<file path="config.mk">
export PLATFORM = sky130hd
export DESIGN_NAME = pidrfs_drive
export DESIGN_NICKNAME = d
export VERILOG_FILES = /design/src/rtl/pidrfs_pkg.sv /design/src/rtl/pidrfs_drive.sv
export SDC_FILE = /design/constraint.sdc
export NUM_CORES = 1
export LEC_CHECK = 0
export BUFFER_PORTS_ARGS = -buffer_cell sky130_fd_sc_hd__clkbuf_2
export CELL_PAD_IN_SITES_DETAIL_PLACEMENT = 0
export CELL_PAD_IN_SITES_GLOBAL_PLACEMENT = 1
export CORE_ASPECT_RATIO = 0.5
export CORE_MARGIN = 2
export CORE_UTILIZATION = 40
export DETAILED_ROUTE_END_ITERATION = 8
export MAX_ROUTING_LAYER = met4
export PLACE_DENSITY_LB_ADDON = 0.1
export SETUP_SLACK_MARGIN = 0.1
export SLEW_MARGIN = 15
export SYNTH_ARGS = -nofsm -noshare
export SYNTH_HDL_FRONTEND = slang
export SYNTH_SLANG_ARGS = --single-unit
</file>
<file path="constraint.sdc">
create_clock -name clk -period 10.05 [get_ports clk]
set_input_delay 2.01 -clock clk [delete_from_list [all_inputs] [get_ports clk]]
set_output_delay 2.01 -clock clk [all_outputs]
set_load 0.005 [all_outputs]
</file>
<file path="src/rtl/pidrfs_pkg.sv">
// shared types, constants and a saturating add helper function for the pid controller
package pidrfs_pkg;

  localparam int FRAC_BITS_DEF      = 8;
  localparam int INTEGRAL_WIDTH_DEF = 40;

  localparam int MV_W        = 23;
  localparam int ERR_W       = 24;
  localparam int DRV_W       = 16;
  localparam int GAIN_W      = 15;
  localparam int SUM_W       = 64;
  localparam int CFG_IDX_W   = 4;
  localparam int CFG_DATA_W  = 64;
  localparam int IN_TDATA_W  = 24;
  localparam int OUT_TDATA_W = 40;

  localparam logic signed [SUM_W-1:0] SUM_MAX = {1'b0, {(SUM_W-1){1'b1}}};
  localparam logic signed [SUM_W-1:0] SUM_MIN = {1'b1, {(SUM_W-1){1'b0}}};

  typedef enum logic [CFG_IDX_W-1:0] {
    REG_PROP_GAIN   = 4'd0,
    REG_INTEG_GAIN  = 4'd1,
    REG_DERIV_GAIN  = 4'd2,
    REG_SETPOINT    = 4'd3,
    REG_RAMP_RATE   = 4'd4,
    REG_SLEW_LIMIT  = 4'd5,
    REG_OUT_LIMITS  = 4'd6,
    REG_FF_GAINS    = 4'd7
  } cfg_reg_t;

  typedef struct packed {
    logic signed [SUM_W-1:0] sum;
    logic signed [MV_W-1:0]  target;
  } drive_req_t;

  typedef struct packed {
    logic        [GAIN_W-1:0] slew;
    logic signed [DRV_W-1:0]  omin;
    logic signed [DRV_W-1:0]  omax;
  } drive_lim_t;

  function automatic logic signed [SUM_W-1:0] sat_add64(input logic signed [SUM_W-1:0] a,
                                                        input logic signed [SUM_W-1:0] b);
    logic signed [SUM_W:0] s;
    s = {a[SUM_W-1], a} + {b[SUM_W-1], b};
    if (s[SUM_W] != s[SUM_W-1]) begin
      sat_add64 = s[SUM_W] ? SUM_MIN : SUM_MAX;
    end else begin
      sat_add64 = s[SUM_W-1:0];
    end
  endfunction

endpackage

</file>
<file path="src/rtl/pidrfs_drive.sv">
// output stage: floor shift, slew limit, min/max clamp and result register
module pidrfs_drive #(
  parameter int FRAC_BITS = pidrfs_pkg::FRAC_BITS_DEF
) (
  input  logic                                   clk,
  input  logic                                   rst_n,
  input  logic                                   req_valid,
  output logic                                   req_ready,
  input  pidrfs_pkg::drive_req_t                 req,
  input  pidrfs_pkg::drive_lim_t                 lim,
  output logic                                   out_valid,
  input  logic                                   out_ready,
  output logic signed [pidrfs_pkg::DRV_W-1:0]    out_drive,
  output logic signed [pidrfs_pkg::MV_W-1:0]     out_target
);

  logic                                   valid_r;
  logic signed [pidrfs_pkg::DRV_W-1:0]    drive_r;
  logic signed [pidrfs_pkg::MV_W-1:0]     target_r;
  logic signed [pidrfs_pkg::DRV_W-1:0]    drive_nxt;

  logic signed [pidrfs_pkg::SUM_W-1:0] drv_sh;
  logic signed [pidrfs_pkg::SUM_W-1:0] prev_ext;
  logic signed [pidrfs_pkg::SUM_W-1:0] slew_ext;
  logic signed [pidrfs_pkg::SUM_W-1:0] dif;
  logic signed [pidrfs_pkg::SUM_W-1:0] slewed;
  logic signed [pidrfs_pkg::SUM_W-1:0] clamped;
  logic signed [pidrfs_pkg::SUM_W-1:0] omin_ext;
  logic signed [pidrfs_pkg::SUM_W-1:0] omax_ext;

  assign req_ready = !valid_r || out_ready;

  always_comb begin
    drv_sh   = $signed(req.sum) >>> FRAC_BITS;
    prev_ext = pidrfs_pkg::SUM_W'(drive_r);
    slew_ext = $signed(pidrfs_pkg::SUM_W'(lim.slew));
    omin_ext = pidrfs_pkg::SUM_W'($signed(lim.omin));
    omax_ext = pidrfs_pkg::SUM_W'($signed(lim.omax));
    dif      = drv_sh - prev_ext;
    slewed   = drv_sh;
    if (lim.slew != '0) begin
      priority if (dif > slew_ext) begin
        slewed = prev_ext + slew_ext;
      end else if (dif < -slew_ext) begin
        slewed = prev_ext - slew_ext;
      end else begin
        slewed = drv_sh;
      end
    end
    priority if (slewed < omin_ext) begin
      clamped = omin_ext;
    end else if (slewed > omax_ext) begin
      clamped = omax_ext;
    end else begin
      clamped = slewed;
    end
    drive_nxt = clamped[pidrfs_pkg::DRV_W-1:0];
  end

  always_ff @(posedge clk) begin
    if (!rst_n) begin
      valid_r <= 1'b0;
      drive_r <= '0;
    end else begin
      if (req_ready) begin
        valid_r <= req_valid;
      end
      if (req_ready && req_valid) begin
        drive_r <= drive_nxt;
      end
    end
  end

  always_ff @(posedge clk) begin
    if (req_ready && req_valid) begin
      target_r <= req.target;
    end
  end

  assign out_valid  = valid_r;
  assign out_drive  = drive_r;
  assign out_target = target_r;

endmodule

</file>
==> impl_metrics.toml <==
[logic_synthesis]
async_flop_share = 0
yosys.area.top_type_share = 0.264
yosysWarnings = 0
synth_seq_area_share = 0.0785
syn_avg_cell_area_um2 = 7.33
synth_area_mm2 = 0.0131
synth-seq-cells = 40
synth_nets = 2211
synth-main-ff-cell = "edfxtp_1"
synth.area.top_cells = "ha_1 (26%), a21oi_1 (5.8%), edfxtp_1 (5.3%)"
postSynthCellCount = 1793
synth_area_leader_cell = "ha_1"
synth_edf_count = 23
yosysMostFrequentCell = "ha_1"
synth_top_cells_by_count = "ha_1 (277), a21oi_1 (151), nand2_1 (138)"
yosysUniqueCellTypes = 85

[clock_network]
clock-sinks = 40
hold_buffers = 0
cts_tree = "built"
clockRootBuffer = "clkbuf_16"
cts_max_level = 2
clkLatencyLatePin_ns = 0.29
ctsLongestPathBuffers = 2
cts_buffers = 5
path_clk_slew_ns = 0.07

[run_status]
status = "complete, but fails checks"
violations = "negative setup slack"

[sta]
maxSlewHeadroom = 0.515
final.setup.worst_slack_ns = -0.289
min_period_ns = 10.34
rsz0062_at_grt = "true"
fin_skew_ns = 0.0113
setup_viol = 16
holdWs_ns = 0.546
slew_violations = 0
final_hold_viol_count = 0
post-route-period-util = 1.03
tightestPinTransition_ns = 0.723
fmax_mhz = 96.7

[critical_path]
critPathTopFamily = "simple AND/OR/NAND/NOR gates"
end_kind = "register"
cp_slowest_cell = "or4b_1"
crit_fanout = 5
path_class = "in -> reg"
slowest_delay_ns = 0.56
r2r_start = "out_drive[15]"
crit_top_cell = "nand4_1"
startpoint_type = "input pin"
crit_arrival_ns = 10.55
critPathRequiredTime_ns = 10.26
crit_start = "req[31]"
cp_num_buf_inv = 6

[placed_design]
placed_area_mm2 = 0.0178
hpwl_um = 44100
port_buffers = 170
dp_slack_ns = -1.15
gp_congestion = 0.965

[detailed_routing]
avgRoutedWirePerCell_um = 18.8
drt_iter0_drc = 1191
antenna_left = 0
wl_met1_um = 25500
vias = 16000
drt-total-wl_um = 53700
wl_met3_um = 3100
drc = 0
routed.top_layer = "met4"
viasPerCell = 5.62
dr.pass1.iters = 5
met2_length_um = 23800

[pwr]
p_leak_uw = 0.00968
power_uw = 6500
ir_drop_mv = 0.158
power_density_mw_per_mm2 = 338

[die]
rows = 46
coreArea_mm2 = 0.0320
dieArea_mm2 = 0.0344
ios = 179
initial_utilization = 0.411
die_x_um = 260
die_h_um = 132

[layout]
layout-drive-gt1-share = 0.344
fin_util = 0.600
area_growth_pct = 46.0
finalInstanceArea_mm2 = 0.0192
num-nets-final = 2839

[min_path]
hp-start = "out_valid"
hold_class = "reg -> reg"

[global_routing]
grt_use_total = 0.303
overflow = 0
antenna_found_initial = 1
grt_max_degree = 52
grt_pass1_wl_um = 80800
grt_pass1_vias = 14900

[flow_run]
cap_violations = 0
## repair_timing
action | CTS | global route
setup buffers | 31 | 17
cloned | 4 | 6
gates resized for setup | 76 | 61
setup endpoints to repair | 16 | 16
pin swaps | 49 | 42
## routing by layer
layer | vias to the layer above | track usage
met5 | - | -
met4 | 0 | 0.0635
met3 | 61 | 0.0265
met2 | 444 | 0.482
met1 | 7438 | 0.417
li1 | 8097 | -
## cell type report
class	count	area (µm²)
diodes	1	2.50
clock buffers	5	125
clock inverters	2	12.5
fillers	3104	12800
inverters	108	418
multi-input cells	1573	12000
flip-flops and latches	40	1030
well taps	432	541
repair buffers	693	5070
## flip-flops by register name, summed over array words and instances, names as in the netlist
name	cells
out_drive	16
out_target	23
out_valid	1
## worst reg2reg max path: cells and delay by family, from the launching register on
family,cells,cell delay [ns]
compound gates,21,4.34
fa+ha+maj,3,0.90
buf+inv,6,0.95
flops,1,0.45
mux,1,0.12
simple gates,11,2.21
## power by group
part,switching [µW],internal (µW),total (µW)
clock,67.0,90.2,157
combinational,3060,3040,6100
sequential,37.9,204,242
total,3160,3330,6500
## layout by cell type (no fill, tap or decap), types with 16 or more instances in the layout
cell	instances
buf_4	491
ha_1	268
clkbuf_2	169
nand2_1	135
a21oi_1	129
nor2_1	116
inv_1	105
a21o_1	89
o21ai_0	73
nand4_1	65
nand3_1	60
o21a_1	51
nor3_1	44
o211ai_1	35
xnor2_1	34
o21ai_1	27
nand2b_1	23
and2_1	23
edfxtp_1	23
a21oi_2	22
buf_6	17
dfxtp_1	17
a31oi_1	16
## cells by family (layout without fill, tap and decap cells)
| logic type | after synthesis | in the layout | share of synthesized area |
|---|---|---|---|
| muxes | 19 | 19 | 0.0150 |
| other | 0 | 1 | 0 |
| and+or+nand+nor | 605 | 605 | 0.238 |
| buffers and inverters | 180 | 808 | 0.0527 |
| xor gates and xnor gates | 51 | 51 | 0.0340 |
| AOI/OAI and AO/OA | 618 | 618 | 0.314 |
| DFF | 40 | 40 | 0.0785 |
| adders and majority gates | 280 | 280 | 0.268 |
## worst paths after layout
check,cells past startpoint,end,slack (ns)
worst max-delay path,39,out_drive[6],-0.29
worst min-delay path,2,out_valid,0.55
worst max register to register,42,out_drive[6],0.98
worst min register to register,2,out_valid,0.55
## per-stage QoR
| step | TNS (ns) | std cells |
|---|---|---|
| 2_1_floorplan | 0 | 1793 |
| 3_3_place_gp | -13.63 | 2788 |
| 6_report | -3.19 | 2854 |
| 3_5_place_dp | -15.94 | 2788 |
| 4_1_cts | -5.85 | 2830 |
| 5_1_grt | -8.21 | 2854 |
Power figures use the tool's default switching activity.
